===== src/hdl/page_table_walk_translate_assert.svh =====
// ----------------------------------------------------------------------------
// Assertion macros for the page table walker
// Clocked on i_clk, disabled while i_rst_n is low.
// ----------------------------------------------------------------------------
`ifndef PAGE_TABLE_WALK_TRANSLATE_ASSERT_SVH
`define PAGE_TABLE_WALK_TRANSLATE_ASSERT_SVH

// same-cycle implication
`define PTWT_ASSERT_NOW(lbl, ante, cons, msg) \
    lbl: assert property (@(posedge i_clk) disable iff (!i_rst_n) \
        (ante) |-> (cons)) else $error(msg);

// next-cycle implication
`define PTWT_ASSERT_NEXT(lbl, ante, cons, msg) \
    lbl: assert property (@(posedge i_clk) disable iff (!i_rst_n) \
        (ante) |=> (cons)) else $error(msg);

`endif


===== src/hdl/ptwt_pkg.sv =====
// ----------------------------------------------------------------------------
// ptwt_pkg
// Types and constants shared by the page table walker modules.
// ----------------------------------------------------------------------------
package ptwt_pkg;

    localparam int VA_W        = 48;
    localparam int PA_W        = 52;
    localparam int ENTRY_W     = 64;
    localparam int INDEX_BITS  = 9;
    localparam int PAGE_SHIFT  = 12;

    localparam int DEF_VA_BITS     = 48;
    localparam int DEF_PA_BITS     = 52;
    localparam int DEF_QUEUE_DEPTH = 2;

    localparam int ENTRY_PRESENT_BIT = 0;
    localparam int ENTRY_SIZE_BIT    = 7;

    localparam logic       KIND_REQ  = 1'b0;
    localparam logic       KIND_DONE = 1'b1;

    localparam logic       MODE_XLATE = 1'b0;
    localparam logic       MODE_RESP  = 1'b1;

    localparam logic [1:0] PSIZE_4K = 2'd0;
    localparam logic [1:0] PSIZE_2M = 2'd1;
    localparam logic [1:0] PSIZE_1G = 2'd2;

    localparam logic [1:0] LEVEL_PT   = 2'd0;
    localparam logic [1:0] LEVEL_PD   = 2'd1;
    localparam logic [1:0] LEVEL_PDPT = 2'd2;
    localparam logic [1:0] LEVEL_TOP  = 2'd3;

    // classified item; word holds the masked vaddr or the table entry
    typedef struct packed {
        logic               is_xlate;
        logic [ENTRY_W-1:0] word;
    } t_ptw_item;

    typedef struct packed {
        logic full;
        logic empty;
    } t_ptw_q_stat;

endpackage


===== src/hdl/ptwt_front.sv =====
// ----------------------------------------------------------------------------
// ptwt_front
// Input side: takes items, tags translate vs response, masks the vaddr.
// ----------------------------------------------------------------------------
module ptwt_front
    import ptwt_pkg::*;
#(
    parameter int VA_BITS = DEF_VA_BITS
) (
    input  logic              i_in_valid,
    output logic              o_in_ready,
    input  logic              i_mode,
    input  logic [VA_W-1:0]   i_virt_addr,
    input  logic [ENTRY_W-1:0] i_read_data,
    input  t_ptw_q_stat       i_q_stat,
    output logic              o_push,
    output t_ptw_item         o_item
);

    localparam int VA_EFF = (VA_BITS < VA_W) ? VA_BITS : VA_W;
    localparam logic [VA_W-1:0] VA_MASK = {VA_W{1'b1}} >> (VA_W - VA_EFF);

    assign o_in_ready = !i_q_stat.full;
    assign o_push     = i_in_valid && !i_q_stat.full;

    always_comb begin
        o_item.is_xlate = (i_mode == MODE_XLATE);
        if (i_mode == MODE_XLATE) begin
            o_item.word = {{(ENTRY_W-VA_W){1'b0}}, i_virt_addr & VA_MASK};
        end else begin
            o_item.word = i_read_data;
        end
    end

endmodule


===== src/hdl/ptwt_queue.sv =====
// ----------------------------------------------------------------------------
// ptwt_queue
// Small FIFO between the front and the walk engine.
// ----------------------------------------------------------------------------
module ptwt_queue
    import ptwt_pkg::*;
#(
    parameter int DEPTH = DEF_QUEUE_DEPTH
) (
    input  logic        i_clk,
    input  logic        i_rst_n,
    input  logic        i_push,
    input  t_ptw_item   i_item,
    input  logic        i_pop,
    output t_ptw_item   o_item,
    output t_ptw_q_stat o_stat
);

    localparam int PTR_W = (DEPTH > 1) ? $clog2(DEPTH) : 1;
    localparam int CNT_W = $clog2(DEPTH + 1);

    t_ptw_item          r_mem [DEPTH];
    logic [PTR_W-1:0]   r_wr_ptr;
    logic [PTR_W-1:0]   r_rd_ptr;
    logic [CNT_W-1:0]   r_count;

    function automatic logic [PTR_W-1:0] ptr_inc(input logic [PTR_W-1:0] p);
        if (p == PTR_W'(DEPTH - 1)) begin
            return '0;
        end
        return p + PTR_W'(1);
    endfunction

    assign o_stat.full  = (r_count == CNT_W'(DEPTH));
    assign o_stat.empty = (r_count == '0);
    assign o_item       = r_mem[r_rd_ptr];

    always_ff @(posedge i_clk) begin
        if (i_push) begin
            r_mem[r_wr_ptr] <= i_item;
        end
    end

    always_ff @(posedge i_clk) begin
        if (!i_rst_n) begin
            r_wr_ptr <= '0;
            r_rd_ptr <= '0;
            r_count  <= '0;
        end else begin
            if (i_push) begin
                r_wr_ptr <= ptr_inc(r_wr_ptr);
            end
            if (i_pop) begin
                r_rd_ptr <= ptr_inc(r_rd_ptr);
            end
            if (i_push && !i_pop) begin
                r_count <= r_count + CNT_W'(1);
            end else if (!i_push && i_pop) begin
                r_count <= r_count - CNT_W'(1);
            end
        end
    end

endmodule


===== src/hdl/ptwt_back.sv =====
// ----------------------------------------------------------------------------
// ptwt_back
// Walk engine: holds the walk state, checks entries, registers results.
// ----------------------------------------------------------------------------
module ptwt_back
    import ptwt_pkg::*;
#(
    parameter int PA_BITS = DEF_PA_BITS
) (
    input  logic              i_clk,
    input  logic              i_rst_n,
    input  logic [PA_W-1:0]   i_root_base,
    input  t_ptw_q_stat       i_q_stat,
    input  t_ptw_item         i_item,
    output logic              o_pop,
    output logic              o_out_valid,
    input  logic              i_out_ready,
    output logic              o_kind,
    output logic [PA_W-1:0]   o_read_addr,
    output logic [PA_W-1:0]   o_phys_addr,
    output logic              o_fault,
    output logic [1:0]        o_pg_size
);

    localparam logic [PA_W-1:0] PA_MASK = {PA_W{1'b1}} >> (PA_W - PA_BITS);

    logic              r_busy;
    logic [1:0]        r_level;
    logic [VA_W-1:0]   r_vaddr;

    logic              r_out_valid;
    logic              r_kind;
    logic [PA_W-1:0]   r_read_addr;
    logic [PA_W-1:0]   r_phys_addr;
    logic              r_fault;
    logic [1:0]        r_pg_size;

    logic              n_busy;
    logic [1:0]        n_level;
    logic [VA_W-1:0]   n_vaddr;
    logic              n_has_result;
    logic              n_kind;
    logic [PA_W-1:0]   n_read_addr;
    logic [PA_W-1:0]   n_phys_addr;
    logic              n_fault;
    logic [1:0]        n_pg_size;

    logic [PA_W-1:0]   entry_pa;
    logic              present;
    logic              size_bit;

    function automatic logic [PA_W-1:0] entry_addr(
        input logic [PA_W-1:0] table_pa,
        input logic [VA_W-1:0] va,
        input logic [1:0]      lvl
    );
        logic [INDEX_BITS-1:0] idx;
        case (lvl)
            LEVEL_TOP:  idx = va[PAGE_SHIFT + 3*INDEX_BITS +: INDEX_BITS];
            LEVEL_PDPT: idx = va[PAGE_SHIFT + 2*INDEX_BITS +: INDEX_BITS];
            LEVEL_PD:   idx = va[PAGE_SHIFT + INDEX_BITS +: INDEX_BITS];
            default:    idx = va[PAGE_SHIFT +: INDEX_BITS];
        endcase
        return ({table_pa[PA_W-1:PAGE_SHIFT], {PAGE_SHIFT{1'b0}}} & PA_MASK)
             | {{(PA_W-INDEX_BITS-3){1'b0}}, idx, 3'b000};
    endfunction

    assign o_pop    = !i_q_stat.empty && (!r_out_valid || i_out_ready);
    assign entry_pa = i_item.word[PA_W-1:0];
    assign present  = i_item.word[ENTRY_PRESENT_BIT];
    assign size_bit = i_item.word[ENTRY_SIZE_BIT];

    always_comb begin
        n_busy       = r_busy;
        n_level      = r_level;
        n_vaddr      = r_vaddr;
        n_has_result = 1'b0;
        n_kind       = KIND_REQ;
        n_read_addr  = '0;
        n_phys_addr  = '0;
        n_fault      = 1'b0;
        n_pg_size    = PSIZE_4K;

        if (i_item.is_xlate) begin
            n_vaddr      = i_item.word[VA_W-1:0];
            n_level      = LEVEL_TOP;
            n_busy       = 1'b1;
            n_has_result = 1'b1;
            n_read_addr  = entry_addr(i_root_base, i_item.word[VA_W-1:0], LEVEL_TOP);
        end else if (r_busy) begin
            n_has_result = 1'b1;
            if (!present) begin
                n_busy  = 1'b0;
                n_level = LEVEL_PT;
                n_kind  = KIND_DONE;
                n_fault = 1'b1;
            end else if (r_level == LEVEL_PDPT && size_bit) begin
                n_busy      = 1'b0;
                n_level     = LEVEL_PT;
                n_kind      = KIND_DONE;
                n_pg_size   = PSIZE_1G;
                n_phys_addr = {entry_pa[PA_W-1:30], r_vaddr[29:0]} & PA_MASK;
            end else if (r_level == LEVEL_PD && size_bit) begin
                n_busy      = 1'b0;
                n_level     = LEVEL_PT;
                n_kind      = KIND_DONE;
                n_pg_size   = PSIZE_2M;
                n_phys_addr = {entry_pa[PA_W-1:21], r_vaddr[20:0]} & PA_MASK;
            end else if (r_level == LEVEL_PT) begin
                n_busy      = 1'b0;
                n_kind      = KIND_DONE;
                n_pg_size   = PSIZE_4K;
                n_phys_addr = {entry_pa[PA_W-1:PAGE_SHIFT], r_vaddr[PAGE_SHIFT-1:0]}
                            & PA_MASK;
            end else begin
                // table entry: descend one level
                n_level     = r_level - 2'd1;
                n_read_addr = entry_addr(entry_pa, r_vaddr, r_level - 2'd1);
            end
        end
    end

    always_ff @(posedge i_clk) begin
        if (!i_rst_n) begin
            r_busy      <= 1'b0;
            r_level     <= LEVEL_PT;
            r_vaddr     <= '0;
            r_out_valid <= 1'b0;
        end else begin
            if (o_pop) begin
                r_busy      <= n_busy;
                r_level     <= n_level;
                r_vaddr     <= n_vaddr;
                r_out_valid <= n_has_result;
            end else if (i_out_ready) begin
                r_out_valid <= 1'b0;
            end
        end
    end

    always_ff @(posedge i_clk) begin
        if (o_pop && n_has_result) begin
            r_kind      <= n_kind;
            r_read_addr <= n_read_addr;
            r_phys_addr <= n_phys_addr;
            r_fault     <= n_fault;
            r_pg_size   <= n_pg_size;
        end
    end

    assign o_out_valid = r_out_valid;
    assign o_kind      = r_kind;
    assign o_read_addr = r_read_addr;
    assign o_phys_addr = r_phys_addr;
    assign o_fault     = r_fault;
    assign o_pg_size   = r_pg_size;

endmodule


===== src/hdl/page_table_walk_translate.sv =====
// ----------------------------------------------------------------------------
// page_table_walk_translate
// Four-level page table walker with 4K, 2M and 1G pages.
// ----------------------------------------------------------------------------
//  channel  | handshake                 | payload
//  ---------+---------------------------+--------------------------------------
//  cfg      | i_cfg_valid / o_cfg_ready | i_cfg_data (root table base)
//  in       | i_in_valid / o_in_ready   | i_mode, i_virt_addr, i_read_data
//  out      | o_out_valid / i_out_ready | o_kind, o_read_addr, o_phys_addr,
//           |                           | o_fault, o_pg_size
//
//  One item per cycle sustained while the output is not stalled; a result
//  passes through the queue write, then the walk engine's output register.
//  Synchronous active-low reset clears the walk state, queue and output valid.
//  A two-entry queue lets input keep flowing for two items while the output
//  stalls; the engine stops popping while its output register is held.
//  o_cfg_ready is always high.
// ----------------------------------------------------------------------------
module page_table_walk_translate
    import ptwt_pkg::*;
#(
    parameter int VA_BITS     = DEF_VA_BITS,
    parameter int PA_BITS     = DEF_PA_BITS,
    parameter int QUEUE_DEPTH = DEF_QUEUE_DEPTH
) (
    input  logic               i_clk,
    input  logic               i_rst_n,

    input  logic               i_cfg_valid,
    output logic               o_cfg_ready,
    input  logic [PA_W-1:0]    i_cfg_data,

    input  logic               i_in_valid,
    output logic               o_in_ready,
    input  logic               i_mode,
    input  logic [VA_W-1:0]    i_virt_addr,
    input  logic [ENTRY_W-1:0] i_read_data,

    output logic               o_out_valid,
    input  logic               i_out_ready,
    output logic               o_kind,
    output logic [PA_W-1:0]    o_read_addr,
    output logic [PA_W-1:0]    o_phys_addr,
    output logic               o_fault,
    output logic [1:0]         o_pg_size
);

    `include "page_table_walk_translate_assert.svh"

    logic [PA_W-1:0] r_root_base;
    t_ptw_q_stat     q_stat;
    t_ptw_item       push_item;
    t_ptw_item       head_item;
    logic            push;
    logic            pop;

    assign o_cfg_ready = 1'b1;

    always_ff @(posedge i_clk) begin
        if (!i_rst_n) begin
            r_root_base <= '0;
        end else if (i_cfg_valid) begin
            r_root_base <= i_cfg_data;
        end
    end

    ptwt_front #(
        .VA_BITS (VA_BITS)
    ) u_front (
        .i_in_valid  (i_in_valid),
        .o_in_ready  (o_in_ready),
        .i_mode      (i_mode),
        .i_virt_addr (i_virt_addr),
        .i_read_data (i_read_data),
        .i_q_stat    (q_stat),
        .o_push      (push),
        .o_item      (push_item)
    );

    ptwt_queue #(
        .DEPTH (QUEUE_DEPTH)
    ) u_queue (
        .i_clk   (i_clk),
        .i_rst_n (i_rst_n),
        .i_push  (push),
        .i_item  (push_item),
        .i_pop   (pop),
        .o_item  (head_item),
        .o_stat  (q_stat)
    );

    ptwt_back #(
        .PA_BITS (PA_BITS)
    ) u_back (
        .i_clk       (i_clk),
        .i_rst_n     (i_rst_n),
        .i_root_base (r_root_base),
        .i_q_stat    (q_stat),
        .i_item      (head_item),
        .o_pop       (pop),
        .o_out_valid (o_out_valid),
        .i_out_ready (i_out_ready),
        .o_kind      (o_kind),
        .o_read_addr (o_read_addr),
        .o_phys_addr (o_phys_addr),
        .o_fault     (o_fault),
        .o_pg_size   (o_pg_size)
    );

    `PTWT_ASSERT_NOW(a_q_stat_sane, 1'b1, !(q_stat.full && q_stat.empty), "queue full and empty")
    `PTWT_ASSERT_NOW(a_fault_clean, o_out_valid && o_fault, (o_kind == KIND_DONE) && (o_phys_addr == '0) && (o_pg_size == PSIZE_4K), "fault result carries data")
    `PTWT_ASSERT_NOW(a_req_clean, o_out_valid && (o_kind == KIND_REQ), !o_fault && (o_phys_addr == '0) && (o_pg_size == PSIZE_4K), "request carries done fields")
    `PTWT_ASSERT_NEXT(a_push_lands, push && !pop, !q_stat.empty, "pushed item lost")

endmodule

===== config.mk =====
export PLATFORM = sky130hd
export DESIGN_NAME = page_table_walk_translate
export DESIGN_NICKNAME = d
export VERILOG_FILES = /design/src/hdl/ptwt_pkg.sv /design/src/hdl/ptwt_front.sv /design/src/hdl/ptwt_queue.sv /design/src/hdl/ptwt_back.sv /design/src/hdl/page_table_walk_translate.sv
export VERILOG_INCLUDE_DIRS = /design/src /design/src/hdl
export SDC_FILE = /design/constraint.sdc
export NUM_CORES = 1
export LEC_CHECK = 0
export ABC_AREA = 1
export BUFFER_PORTS_ARGS = -buffer_cell sky130_fd_sc_hd__clkbuf_2
export CELL_PAD_IN_SITES_DETAIL_PLACEMENT = 0
export CELL_PAD_IN_SITES_GLOBAL_PLACEMENT = 1
export CORE_MARGIN = 2
export CORE_UTILIZATION = 41
export CTS_CLUSTER_DIAMETER = 40
export CTS_CLUSTER_SIZE = 25
export DETAILED_ROUTE_END_ITERATION = 12
export GPL_ROUTABILITY_DRIVEN = 0
export GPL_TIMING_DRIVEN = 0
export HOLD_SLACK_MARGIN = 0.02
export PLACE_DENSITY = 0.77
export SETUP_SLACK_MARGIN = 0.4
export SYNTH_ARGS = -nofsm -noshare
export SYNTH_HDL_FRONTEND = slang
export SYNTH_SLANG_ARGS = --single-unit

===== constraint.sdc =====
create_clock -name i_clk -period 4.65 [get_ports i_clk]
set_clock_uncertainty 0.05 [all_clocks]
set_input_delay 0.93 -clock i_clk [delete_from_list [all_inputs] [get_ports i_clk]]
set_output_delay 0.93 -clock i_clk [all_outputs]
set_load 0.02 [all_outputs]

Yosys cells after proc, flatten, opt, wreduce, memory -nomap -nowiden
Memories as Yosys holds them, arrays and structs flattened. A register that Yosys moved wholly into a read port is not among the register bits.
Cells that the tools add are included.

cells by class
  equal/unequal tests = 7
  reductions and logical operators = 23
  add/subtract/negate cells = 5
  bitwise operators = 5
  muxes and demuxes = 57

operators by type and width
  kind                                              count
  2-to-1 mux 52 bit                                 9
  OR 52 x 12 -> 52 bit                              2
  2-to-1 mux 64 bit                                 1
  2-to-1 mux 9 bit                                  7
  2-to-1 mux 1 bit                                  30
  case mux 9 bit (3 select lines)                   1
  2-to-1 mux 2 bit                                  9
  == test 2 bit, second input constant              4
  logical AND 1 bit                                 7
  nonzero test 2 bit                                3
  logical NOT 1 bit                                 5
  inequality test 5 bit, second input constant      1
  == test 2 x 1 -> 1 bit, second input constant     2
  logical NOT 2 bit                                 2
  OR reduction 4 bit                                1
  subtractor 2 x 1 -> 2 bit, second input constant  2
  NOT 1 bit                                         3
  AND reduction 3 bit                               1
  OR reduction 3 bit                                1
  adder 1 bit, second input constant                2
  adder 2 x 1 -> 2 bit, second input constant       1
  AND reduction 2 bit                               1
  OR reduction 2 bit                                1
  logical OR 1 bit                                  1

storage, ports and cells
  memories kept = 1
  RAM bits = 130
  bits in registers = 216
  input port bits = 170
  output and inout port bits = 111
  word-level logic and storage cells = 112

memories
  name           words  bits a word  rd ports  clocked after memory_dff  write ports  RTL line          text
  u_queue.r_mem  2      65           1         1                         1            ptwt_queue.sv:22  t_ptw_item r_mem [DEPTH];

Longest topological paths before layout
Gate-level depths: netlist of the first run.

  depth in word-level cells = 16
  gate-level depth with buffers = 10
  mapped depth without buffers = 10

Modules after synthesis
From an unflattened synthesis of the first run, not the netlist that was laid out.

unflattened totals
  cell total of the unflattened synthesis = 1456
  area total of the unflattened synthesis = 14813.0 µm²

by module, submodules not included
  module                     area an instance (µm²)  cells an instance  instances
  ptwt_back                  6729.0                  695                1
  ptwt_queue                 5123.7                  237                1
  page_table_walk_translate  2168.3                  332                1
  ptwt_front                 792.0                   192                1

Least setup slack after synthesis of the first run
OpenSTA, ideal clock, no wires.

  path kind = input port to flip-flop
  start point = input port i_out_ready
  end point = register u_back.r_level[0]
  data arrival time = 3.937 ns
  library setup time = 0.116 ns
  slack = 0.547 ns
  stages = 7
  cell sequence = inv_1 -> a21oi_1 -> nand2_1 -> inv_1 -> nand2_1 -> nor2_1 -> nor2_1

between the ends
  cells in the longest elaborated chain, start to end = 3

RTL lines
  element                        RTL line                         text
  from (decl)                    page_table_walk_translate.sv:40  input logic i_out_ready,
  logical OR 1 bit               ptwt_back.sv:68                  assign o_pop = !i_q_stat.empty && (!r_out_valid || i_out_ready);
  logical AND 1 bit              ptwt_back.sv:68
  AND reduction 3 bit (no line)  --
  to (signal assigned)           ptwt_back.sv:132                 r_level <= n_level;
  to (decl)                      ptwt_back.sv:28                  logic [1:0] r_level;

No other way between the ends.
A chain may end at the register's enable or synchronous reset.

==> results of run 1 <==
[Yosys cell counts, drive strengths merged (2+ instances only)]
library cell / instances
edfxtp: 211
o21ai: 160
a31oi: 9
dfxtp: 97
nor2: 174
nand2: 349
ha: 6
a211oi: 23
buf: 34
clkinv: 2
a21oi: 46
clkbuf: 38
or2: 18
nand3: 7
mux2i: 4
inv: 52
conb: 2
[kinds of logic after synthesis]
kind of cell,count (synthesis)
other,2
AOI/OAI and AO/OA,238
adders and majority gates,6
buffers and inverters,126
muxes,4
and+or+nand+nor,550
DFF,308
[registers in the layout, summed over array words and instances, names as in the netlist, named ones only]
name and flops:
u_queue.r_wr_ptr 1, u_back.r_busy 1, u_queue.r_count 2, u_back.o_fault 1, u_back.o_out_valid 1, u_back.o_pg_size 2, r_root_base 40, u_back.o_read_addr 49
u_back.r_vaddr 48, u_queue.r_rd_ptr 1, u_back.o_phys_addr 52, u_back.r_level 2, u_queue.r_mem 106, u_back.o_kind 1
[how the worst min path moves through the flow]
stage | start | end | slack, ns
2_1_floorplan | u_queue.r_rd_ptr | register | 0.38
3_3_place_gp | u_queue.r_rd_ptr | u_queue.r_rd_ptr | 0.39
3_5_place_dp | u_back.r_vaddr[4] | u_back.r_vaddr[4] | 0.39
4_1_cts | u_back.r_vaddr[4] | u_back.r_vaddr[4] | 0.40
5_1_grt | u_back.r_vaddr[4] | u_back.r_vaddr[4] | 0.42
6_report | u_back.r_vaddr[4] | u_back.r_vaddr[4] | 0.40
[worst max-delay path, stage by stage, from the launching register on]
cell     delay, ns
dfxtp_1       0.41
inv_1         0.16
buf_2         0.22
buf_2         0.21
o21ai_0       0.86
o21ai_0       0.33
[layout make-up]
| type | instances | area, um2 |
|---|---|---|
| Sequential cell | 308 | 8280 |
| Antenna cell | 1 | 2.50 |
| Clock inverter | 26 | 228 |
| Multi-Input combinational cell | 802 | 3580 |
| Timing Repair Buffer | 254 | 1320 |
| Fill cell | 2769 | 14300 |
| Buffer | 72 | 335 |
| Inverter | 54 | 205 |
| Tap cell | 390 | 488 |
| Clock buffer | 43 | 1000 |
[where the power goes]
group	leakage [nW]	total, mW	switching (mW)	internal [mW]
registers	2.82	4.23	0.321	3.91
clock network	0.586	2.84	1.15	1.68
logic	3.15	3.35	2.45	0.902
[layer usage]
layer | vias to the layer above | track usage | routed length, um | part of all wire
li1 | 4711 | - | - | -
met1 | 4369 | 0.300 | 15300 | 0.44
met2 | 332 | 0.347 | 15900 | 0.46
met3 | 63 | 0.0334 | 2380 | 0.069
met4 | 2 | 0.0724 | 966 | 0.028
met5 | - | 0 | 13 | 0.00038
[per-stage QoR]
step | utilization | worst slack [ns] | cell area (um2) | power, mW | instances
6_report | 0.520 | 2.07 | 15400 | 10.4 | 1950
5_1_grt | 0.520 | 1.84 | 15400 | 11.0 | 1949
3_3_place_gp | 0.475 | -0.599 | 14100 | 7.60 | 1877
3_5_place_dp | 0.478 | 1.92 | 14200 | 7.64 | 1880
4_1_cts | 0.520 | 2.04 | 15400 | 10.5 | 1949
2_1_floorplan | - | 0.547 | 12400 | 6.33 | 1236
==> results.md, run 1 <==
- Outcome: finished clean
- Initial Util: 0.417
- Die H: 178 um
- Synthesized instance count: 1234
- Port bufs: 251
- Seq/Total Area, Yosys: 0.669
- Clock buffer depth: 3
- YS warnings: 0
- Nets: 1706
- Main combinational cell family by area after synthesis: simple AND/OR/NAND/NOR gates
- Die area: 31600 um2
- # IOs: 281
- Synth Area in XOR/XNOR: 0
- Slew Limit Fails: 0
- DRC Markers: 0
- Synth top area cells: edfxtp_1 (51%), dfxtp_1 (16%), nand2_1 (10%), o21ai_0 (6.1%), nor2_1 (5.2%)
- H-tree Lvls: 2
- Post-Synth Simple-Gate Area: 0.176
- GR Overflow Total: 0
- Fin crit share: 0.555
- Crit. End Element: register
- # setup viols final: 0
- Most common cell after layout, fill and taps aside: nand2_1
- Pwr Density: 674 nW/um2
- Netlist cell types: 30
- Largest net degree at the start of global routing: 67
- # hold bufs at CTS: 0
- Mean Syn Cell Area: 10.0 um2
- Worst EP required: 4.77 ns
- Flop-to-flop setup slack: 2.07 ns
- Worst skew pair latency: 0.52 ns
- Synth Cell Area: 12400 um2
- Width of the die: 178 um
- FF-to-FF End: u_back.o_read_addr[10]
- Final WL: 34600 um
- Clock transition at path regs: 0.05 ns
- WS Path Type: register to register
- VDD IR max: 0.324 mV
- Max transition margin: 0.252
- CTS Root Cell: clkbuf_16
- Critical Path Start Type: register
- Core Footprint: 29700 um2
- Min Tclk post-route: 2.58 ns
- First-pass GRT wire length: 51000 um
- Synth Register Bits: 308
- Cell taking the most area after synthesis: edfxtp_1
- Num rows: 63
- Final HPWL DP: 25800 um
- CP Capture Point: u_back.o_read_addr[10]
- TritonCTS clock tree: built
- Layout area overhead: 24.8%
- CTS Buf Count: 38
- Critical Path Fanout Max: 10
- Share of the synthesized area in the top cell type: 0.512
- Iter 0 DRT Violations: 626
- GRT Resource Usage Total: 0.216
- Worst slew pin tran: 1.11 ns
- Routed Antenna Nets: 0
- Initial antenna violation count: 1
- Clock tree sinks: 308
- WHS: 0.401 ns
- Most frequent cells in the layout: nand2_1 (345), clkbuf_2 (251), edfxtp_1 (211), nor2_1 (168), o21ai_0 (152)
- Peak Freq: 387 MHz
- Asr flop ratio synth: 0
- RSZ-0062 raised after global routing: no
- Synth Flop Type: edfxtp_1
- Hold Path Depth: 2
- Drt wl/cell: 17.7 um
- DR vias/cell: 4.86
- Synth Area in Compound Gates: 0.102
- Worst Hold Class: register to register
- Fin. Hold Viols: 0
- Postcts setup bufs: 0
- Share of cells above drive strength 1: 0.244
- Multiplexer share of the synthesized area: 0.00323
- R2r worst-path depth: 5
- Adder-cell share of the synthesized area: 0.00606
- Max Cap Viol: 0
- Worst path arrival time: 2.70 ns
- DRT Pass-1 Iters: 7
- Vias in the first global route: 8824
- Setup TNS: 0 ns
- LEAKAGE: 6.56 nW
- Post-CTS Resized: 0
- Post-synth EDFFs: 211
- Vias after detailed routing: 9477
Note: power is estimated with default switching activity, not from simulation.
==> run 2, diff against run 1 <==
==> constraint.sdc (replaced) <==
create_clock -name i_clk -period 2.4 [get_ports i_clk]
set_clock_uncertainty 0.05 [all_clocks]
set_input_delay 0.48 -clock i_clk [delete_from_list [all_inputs] [get_ports i_clk]]
set_output_delay 0.48 -clock i_clk [all_outputs]
set_load 0.02 [all_outputs]
==> run 2 against run 1 <==
Compared with the run above: register-to-register slack got worse by 1.7 ns; setup slack worse by 1.7 ns; sequential power increased by 94%; maximum frequency is 28% higher; count of clock-buffer cells in the layout shrank 4; via count is 1.7% higher; die area did not move; cell area is 2.3% higher; critical path depth grew 4; routed wire length up 2.1%; clock power grew 110%; global-route usage is 0.31 points higher; largest power group unchanged.
==> results.md, run 2 (synthesis gave the netlist of run 1 again) <==
- Clock tree sinks: 308 (unchanged)
- Die H: 178 um (unchanged)
- Largest net degree at the start of global routing: 37 (was 67)
- Most common cell after layout, fill and taps aside: nand2_1 (unchanged)
- Core Footprint: 29700 um2 (unchanged)
- Vias in the first global route: 9072 (was 8824)
- Initial Util: 0.417 (unchanged)
- LEAKAGE: 6.74 nW (was 6.56 nW)
- Routed Antenna Nets: 0 (unchanged)
- Final WL: 35300 um (was 34600 um)
- Worst slew pin tran: 0.798 ns (was 1.11 ns)
- Min Tclk post-route: 2.02 ns (was 2.58 ns)
- DRC Markers: 0 (unchanged)
- Worst skew pair latency: 0.53 ns (was 0.52 ns)
- Register name with the most flops: u_queue.r_mem (unchanged)
- Share of cells above drive strength 1: 0.265 (was 0.244)
- CP bufs+invs: 5 (was 3)
- Width of the die: 178 um (unchanged)
- FF+latch area: 8280 um2 (about the same)
- Switching Share: 0.374 (was 0.377)
- Pwr Total: 21.0 mW (was 10.4 mW)
- Worst EP required: 2.69 ns (was 4.77 ns)
- Final HPWL DP: 25900 um (was 25800 um)
- DRT Pass-1 Iters: 7 (unchanged)
- DP Worst Slack: -0.00107 ns (was 1.92 ns)
- DR vias/cell: 4.90 (was 4.86)
- Fin. Hold Viols: 0 (unchanged)
- Max FFs per register: 106 (unchanged)
- Layout area overhead: 27.7% (was 24.8%)
- Crit-path cells: inv_1 > ha_1 > buf_4 > inv_1 > nand2_1 > inv_1 > nand2_4 > buf_4 > o21ai_0 (was inv_1 > buf_2 > buf_2 > o21ai_0 > o21ai_0)
- Crit. End Element: register (unchanged)
- VDD IR max: 0.473 mV (was 0.324 mV)
- Most frequent cells in the layout: nand2_1 (341), clkbuf_2 (254), edfxtp_1 (211), nor2_1 (168), o21ai_0 (141) (was nand2_1 (345), clkbuf_2 (251), edfxtp_1 (211), nor2_1 (168), o21ai_0 (152))
- Sequential power share: 0.390 (was 0.406)
- Max transition margin: 0.462 (was 0.252)
- Initial antenna violation count: 0 (was 1)
- Multi-input gate area: 3660 um2 (was 3580 um2)
- # hold bufs at CTS: 0 (unchanged)
- Final Cell Area: 15800 um2 (was 15400 um2)
- Num rows: 63 (unchanged)
- Internal power: 13.2 mW (was 6.49 mW)
- CTS Buf Count: 38 (unchanged)
- WS Path Type: register to register (unchanged)
- TritonCTS clock tree: built (unchanged)
- Peak Freq: 496 MHz (was 387 MHz)
- Comb power frac: 0.333 (was 0.322)
- Vias after detailed routing: 9635 (was 9477)
- Max Cap Viol: 0 (unchanged)
- Worst path arrival time: 2.30 ns (was 2.70 ns)
- Worst path top cell family by delay: buffers and inverters (was compound AO/OA/AOI/OAI gates)
- Setup WS post-layout: 0.383 ns (was 2.07 ns)
- Critical Path Fanout Max: 10 (unchanged)
- Delay of the slowest critical-path stage: 0.37 ns (was 0.86 ns)
- Drt wl/cell: 18.0 um (was 17.7 um)
- Critical Path Most Common Cell: inv_1
- # IOs: 281 (unchanged)
- Fill cells: 2676 (was 2769)
- Die area: 31600 um2 (unchanged)
- First-pass GRT wire length: 51700 um (was 51000 um)
- Clock transition at path regs: 0.06 ns (was 0.05 ns)
- Worst Hold Class: input port to register (was register to register)
- Slew Limit Fails: 0 (unchanged)
- Pwr Density: 1330 nW/um2 (was 674 nW/um2)
- Critical Path Start Type: register (unchanged)
- H-tree Lvls: 2 (unchanged)
- CTS Root Cell: clkbuf_16 (unchanged)
- Outcome: finished clean (unchanged)
- RSZ-0062 raised after global routing: yes (was no)
- Post-DP Area: 14300 um2 (was 14200 um2)
- Clk pwr share: 0.277 (was 0.272)
- Fin crit share: 0.840 (was 0.555)
- GR Overflow Total: 0 (unchanged)
- Port bufs: 251 (unchanged)
- Iter 0 DRT Violations: 819 (was 626)
- CP max stage cell: dfxtp_2 (was o21ai_0)
- # setup viols final: 0 (unchanged)
- Clock buffer depth: 3 (unchanged)
- Switching power: 7.86 mW (was 3.92 mW)
- GRT Resource Usage Total: 0.219 (was 0.216)
- Nets: 1723 (was 1706)
==> run 2: power groups by stage <==
stage                     Sequential (mW)  Combinational, mW  Clock, mW
after floorplan                      9.13               3.14          0
after global placement               8.26               6.31          0
after detailed placement             8.29               6.65          0
after CTS                            8.19               6.76       5.91
after global routing                 8.32               7.67       6.14
final                                8.20               6.99       5.83
==> run 2: repair_timing <==
| item | in CTS | in global routing |
|---|---|---|
| endpoints found under the setup margin | 188 | 197 |
| gates resized for setup | 20 | 17 |
| pin swaps | 2 | 2 |
| buffers inserted | 1 | 9 |
| gates cloned | 1 | 4 |
==> run 2: stage by stage <==
| step | hold WS (ns) | std cells | util | setup TNS [ns] |
|---|---|---|---|---|
| 2_1_floorplan | 0.368 | 1236 | - | -35.62 |
| 5_1_grt | 0.133 | 1966 | 0.532 | 0 |
| 3_3_place_gp | 0.382 | 1877 | 0.477 | -126.22 |
| 4_1_cts | 0.127 | 1953 | 0.526 | 0 |
| 6_report | 0.138 | 1967 | 0.532 | 0 |
| 3_5_place_dp | 0.379 | 1882 | 0.480 | -0.0120 |
==> run 2: cell type report <==
type | instances | area share
diodes | 1 | 0.000158
plain buffers | 72 | 0.0225
clock buffers | 39 | 0.0604
clock inverters | 30 | 0.0226
inverters | 54 | 0.0133
multi-input cells | 804 | 0.231
flip-flops and latches | 308 | 0.524
well taps | 390 | 0.0309
repair buffers | 267 | 0.0943
repair inverters | 2 | 0.000633
==> run 2: worst min-delay path, cell delays in order <==
cell      delay (ns)
clkbuf_2        0.07
nor2_1          0.03
nor2_1          0.08
==> run 2: routing by layer <==
metal  vias to the layer above  global-route usage  share of wire
li1                       4768                   -              -
met3                        55              0.0328          0.067
met1                      4428               0.313           0.44
met4                         0              0.0809          0.029
met2                       384               0.339           0.46
met5                         -                   0              0
==> run 2: worst paths after layout <==
| kind | to | depth (start not counted) | slack, ns | from |
|---|---|---|---|---|
| setup / recovery | u_back.o_read_addr[33] | 9 | 0.38 | u_back.r_level[0] |
| setup reg to reg | u_back.o_read_addr[33] | 9 | 0.38 | u_back.r_level[0] |
| hold / removal | r_root_base[39] | 3 | 0.14 | i_cfg_data[39] |
| hold reg to reg | register | 1 | 0.40 | u_queue.r_rd_ptr |
==> run 3, diff against run 2 <==
--- a/config.mk
+++ b/config.mk
@@ -11,14 +11,14 @@
 export CELL_PAD_IN_SITES_DETAIL_PLACEMENT = 0
 export CELL_PAD_IN_SITES_GLOBAL_PLACEMENT = 1
 export CORE_MARGIN = 2
-export CORE_UTILIZATION = 41
+export CORE_UTILIZATION = 37
 export CTS_CLUSTER_DIAMETER = 40
 export CTS_CLUSTER_SIZE = 25
 export DETAILED_ROUTE_END_ITERATION = 12
 export GPL_ROUTABILITY_DRIVEN = 0
 export GPL_TIMING_DRIVEN = 0
 export HOLD_SLACK_MARGIN = 0.02
-export PLACE_DENSITY = 0.77
+export PLACE_DENSITY = 0.73
 export SETUP_SLACK_MARGIN = 0.4
 export SYNTH_ARGS = -nofsm -noshare
 export SYNTH_HDL_FRONTEND = slang
==> constraint.sdc (replaced) <==
create_clock -name i_clk -period 1.7 [get_ports i_clk]
set_clock_uncertainty 0.05 [all_clocks]
set_input_delay 0.34 -clock i_clk [delete_from_list [all_inputs] [get_ports i_clk]]
set_output_delay 0.34 -clock i_clk [all_outputs]
set_load 0.02 [all_outputs]
==> run 3 against run 2 <==
Compared with the run above: the run now ends with negative setup slack left; sequential share of layout area decreased by 6.9 points; largest power group is now combinational cells; count of clock-buffer cells in the layout increased by 6; die area is 11% higher; highest routed layer unchanged; critical path type unchanged; register-to-register slack got worse by 0.39 ns.
==> results.md, run 3 (synthesis gave the netlist of run 1 again) <==
- WS Path Type: register to register (unchanged)
- Most frequent cells in the layout: nand2_1 (315), clkbuf_2 (259), edfxtp_1 (211), nor2_1 (158), dfxtp_1 (90) (was nand2_1 (341), clkbuf_2 (254), edfxtp_1 (211), nor2_1 (168), o21ai_0 (141))
- Setup WS post-layout: -0.00323 ns (was 0.383 ns)
- FF-to-FF End: u_back.o_read_addr[41] (was u_back.o_read_addr[33])
- Die area: 34900 um2 (was 31600 um2)
- GRT Resource Usage Total: 0.219 (about the same)
- Critical Path Start Type: register (unchanged)
- Clock buffer depth: 3 (unchanged)
- Nets: 1812 (was 1723)
- Failing checks: negative setup slack
- Hold Path Depth: 3 (unchanged)
- Pwr Density: 1950 nW/um2 (was 1330 nW/um2)
- Worst slew pin tran: 0.850 ns (was 0.798 ns)
- WHS: 0.0362 ns (was 0.138 ns)
- VDD IR max: 0.837 mV (was 0.473 mV)
- Die H: 187 um (was 178 um)
- Outcome: finished, violations left (was finished clean)
- CTS Buf Count: 38 (unchanged)
- DRC Markers: 0 (unchanged)
- R2r worst-path depth: 9 (unchanged)
- Final WL: 40000 um (was 35300 um)
- Slew Limit Fails: 0 (unchanged)
- Worst path arrival time: 1.89 ns (was 2.30 ns)
- Iter 0 DRT Violations: 618 (was 819)
- Routed Antenna Nets: 0 (unchanged)
- DR vias/cell: 4.86 (was 4.90)
- Worst skew pair latency: 0.52 ns (was 0.53 ns)
- CTS Root Cell: clkbuf_16 (unchanged)
- Hold Path Sink: r_root_base[48] (was r_root_base[39])
- Fin crit share: 1.00 (was 0.840)
- Most common cell after layout, fill and taps aside: nand2_1 (unchanged)
- Share of cells above drive strength 1: 0.372 (was 0.265)
- # IOs: 281 (unchanged)
- Initial Util: 0.379 (was 0.417)
- Post-DP Area: 14500 um2 (was 14300 um2)
- Worst Hold Class: input port to register (unchanged)
- Ant diodes: 0 (was 1)
- Flop-to-flop setup slack: -0.003 ns (was 0.38 ns)
- # setup viols final: 8 (was 0)
- HP Start: i_cfg_data[48] (was i_cfg_data[39])
- Initial antenna violation count: 0 (unchanged)
- Dpl cells: 1933 (was 1882)
- Min Tclk post-route: 1.70 ns (was 2.02 ns)
- Max Cap Viol: 0 (unchanged)
- Critical Path Fanout Max: 6 (was 10)
- Fin. Hold Viols: 0 (unchanged)
- Vias in the first global route: 9871 (was 9072)
- DRT Pass-1 Iters: 5 (was 7)
- First-pass GRT wire length: 58100 um (was 51700 um)
- RSZ-0062 raised after global routing: yes (unchanged)
- Vias after detailed routing: 10.2k (was 9635)
- Post-route insts no fill: 2108 (was 1967)
- TritonCTS clock tree: built (unchanged)
- Max FFs per register: 106 (unchanged)
- Peak Freq: 587 MHz (was 496 MHz)
- Drt wl/cell: 19.0 um (was 18.0 um)
- Crit. End Element: register (unchanged)
- Final Cell Area: 18200 um2 (was 15800 um2)
- H-tree Lvls: 2 (unchanged)
- Fill cells: 2862 (was 2676)
- Final HPWL DP: 26600 um (was 25900 um)
- LEAKAGE: 7.64 nW (was 6.74 nW)
- GR Overflow Total: 0 (unchanged)
- Port bufs: 251 (unchanged)
- Width of the die: 187 um (was 178 um)
- Clock transition at path regs: 0.06 ns (about the same)
- Clock tree sinks: 308 (unchanged)
- Num rows: 66 (was 63)
- Max transition margin: 0.433 (was 0.462)
- Register name with the most flops: u_queue.r_mem (unchanged)
- Worst EP required: 1.89 ns (was 2.69 ns)
- Core Footprint: 32700 um2 (was 29700 um2)
- Layout area overhead: 47.4% (was 27.7%)
- Largest net degree at the start of global routing: 32 (was 37)
run 3: changes by cell type in the layout (fill, tap and decap cells not counted), sizes merged:
cell | before | now
dlygate4sd3 | 0 | 33
inv | 60 | 64
clkbuf | 331 | 341
diode | 1 | 0
clkinvlp | 7 | 6
buf | 47 | 99
clkinv | 14 | 6
run 3: repair_timing:
item,CTS,global route
gates resized for setup,175,199
cloned,17,13
setup buffers,23,19
pin swaps,11,22
hold buffers,32,1
endpoints found under the setup margin,519,531
endpoints found under the hold margin,32,1
run 3: metrics by stage:
stage	TNS, ns	total power, mW	utilization	worst slack, ns
2_1_floorplan	-126.18	17.6	-	-1.08
3_3_place_gp	-291.36	19.5	0.440	-1.95
3_5_place_dp	-80.83	21.4	0.442	-0.784
4_1_cts	0	32.8	0.525	0.0284
5_1_grt	-2.03	37.0	0.558	-0.0465
6_report	-0.0104	35.5	0.558	-0.00323
run 3: power breakdown:
group	leakage [nW]	internal, mW	switching, mW
Combinational	4.16	6.16	8.93
Clock	0.664	5.33	3.31
Sequential	2.82	10.7	1.07
Total	7.64	22.2	13.3
run 3: how the worst max path moves through the flow:
stage                         from                endpoint  slack (ns)  cells past startpoint
4_1_cts                   register  u_back.o_read_addr[28]        0.03                     10
3_3_place_gp              register       u_back.r_level[1]       -1.95                     10
2_1_floorplan             register       u_back.r_level[1]       -1.08                     10
6_report                  register  u_back.o_read_addr[41]      -0.003                      9
5_1_grt        u_queue.r_mem[0][7]  u_back.o_read_addr[43]       -0.05                      8
3_5_place_dp              register  u_back.o_read_addr[11]       -0.78                      5
run 3: layer usage:
layer	share of wire	global-route usage
met1	0.43	0.299
met2	0.48	0.359
met3	0.059	0.0315
met4	0.032	0.0711
met5	0	0
run 3: cell type report:
| cell class | count | area, um2 | area share |
|---|---|---|---|
| buffer | 72 | 586 | 0.0321 |
| inverter | 54 | 231 | 0.0127 |
| tap | 442 | 553 | 0.0303 |
| multi-input combinational | 804 | 4440 | 0.243 |
| clock inverter | 25 | 303 | 0.0166 |
| clock buffer | 45 | 1060 | 0.0582 |
| timing repair inverter | 2 | 15.0 | 0.000823 |
| sequential | 308 | 8300 | 0.455 |
| timing repair buffer | 356 | 2750 | 0.151 |
run 3: worst max-delay path: stages, from the launching register on:
cell	delay, ns
dfxtp_4	0.37
buf_6	0.14
nand2_4	0.09
nand2_8	0.08
nand2_4	0.08
nand2_4	0.05
clkinvlp_4	0.09
buf_12	0.13
buf_12	0.16
clkbuf_16	0.17
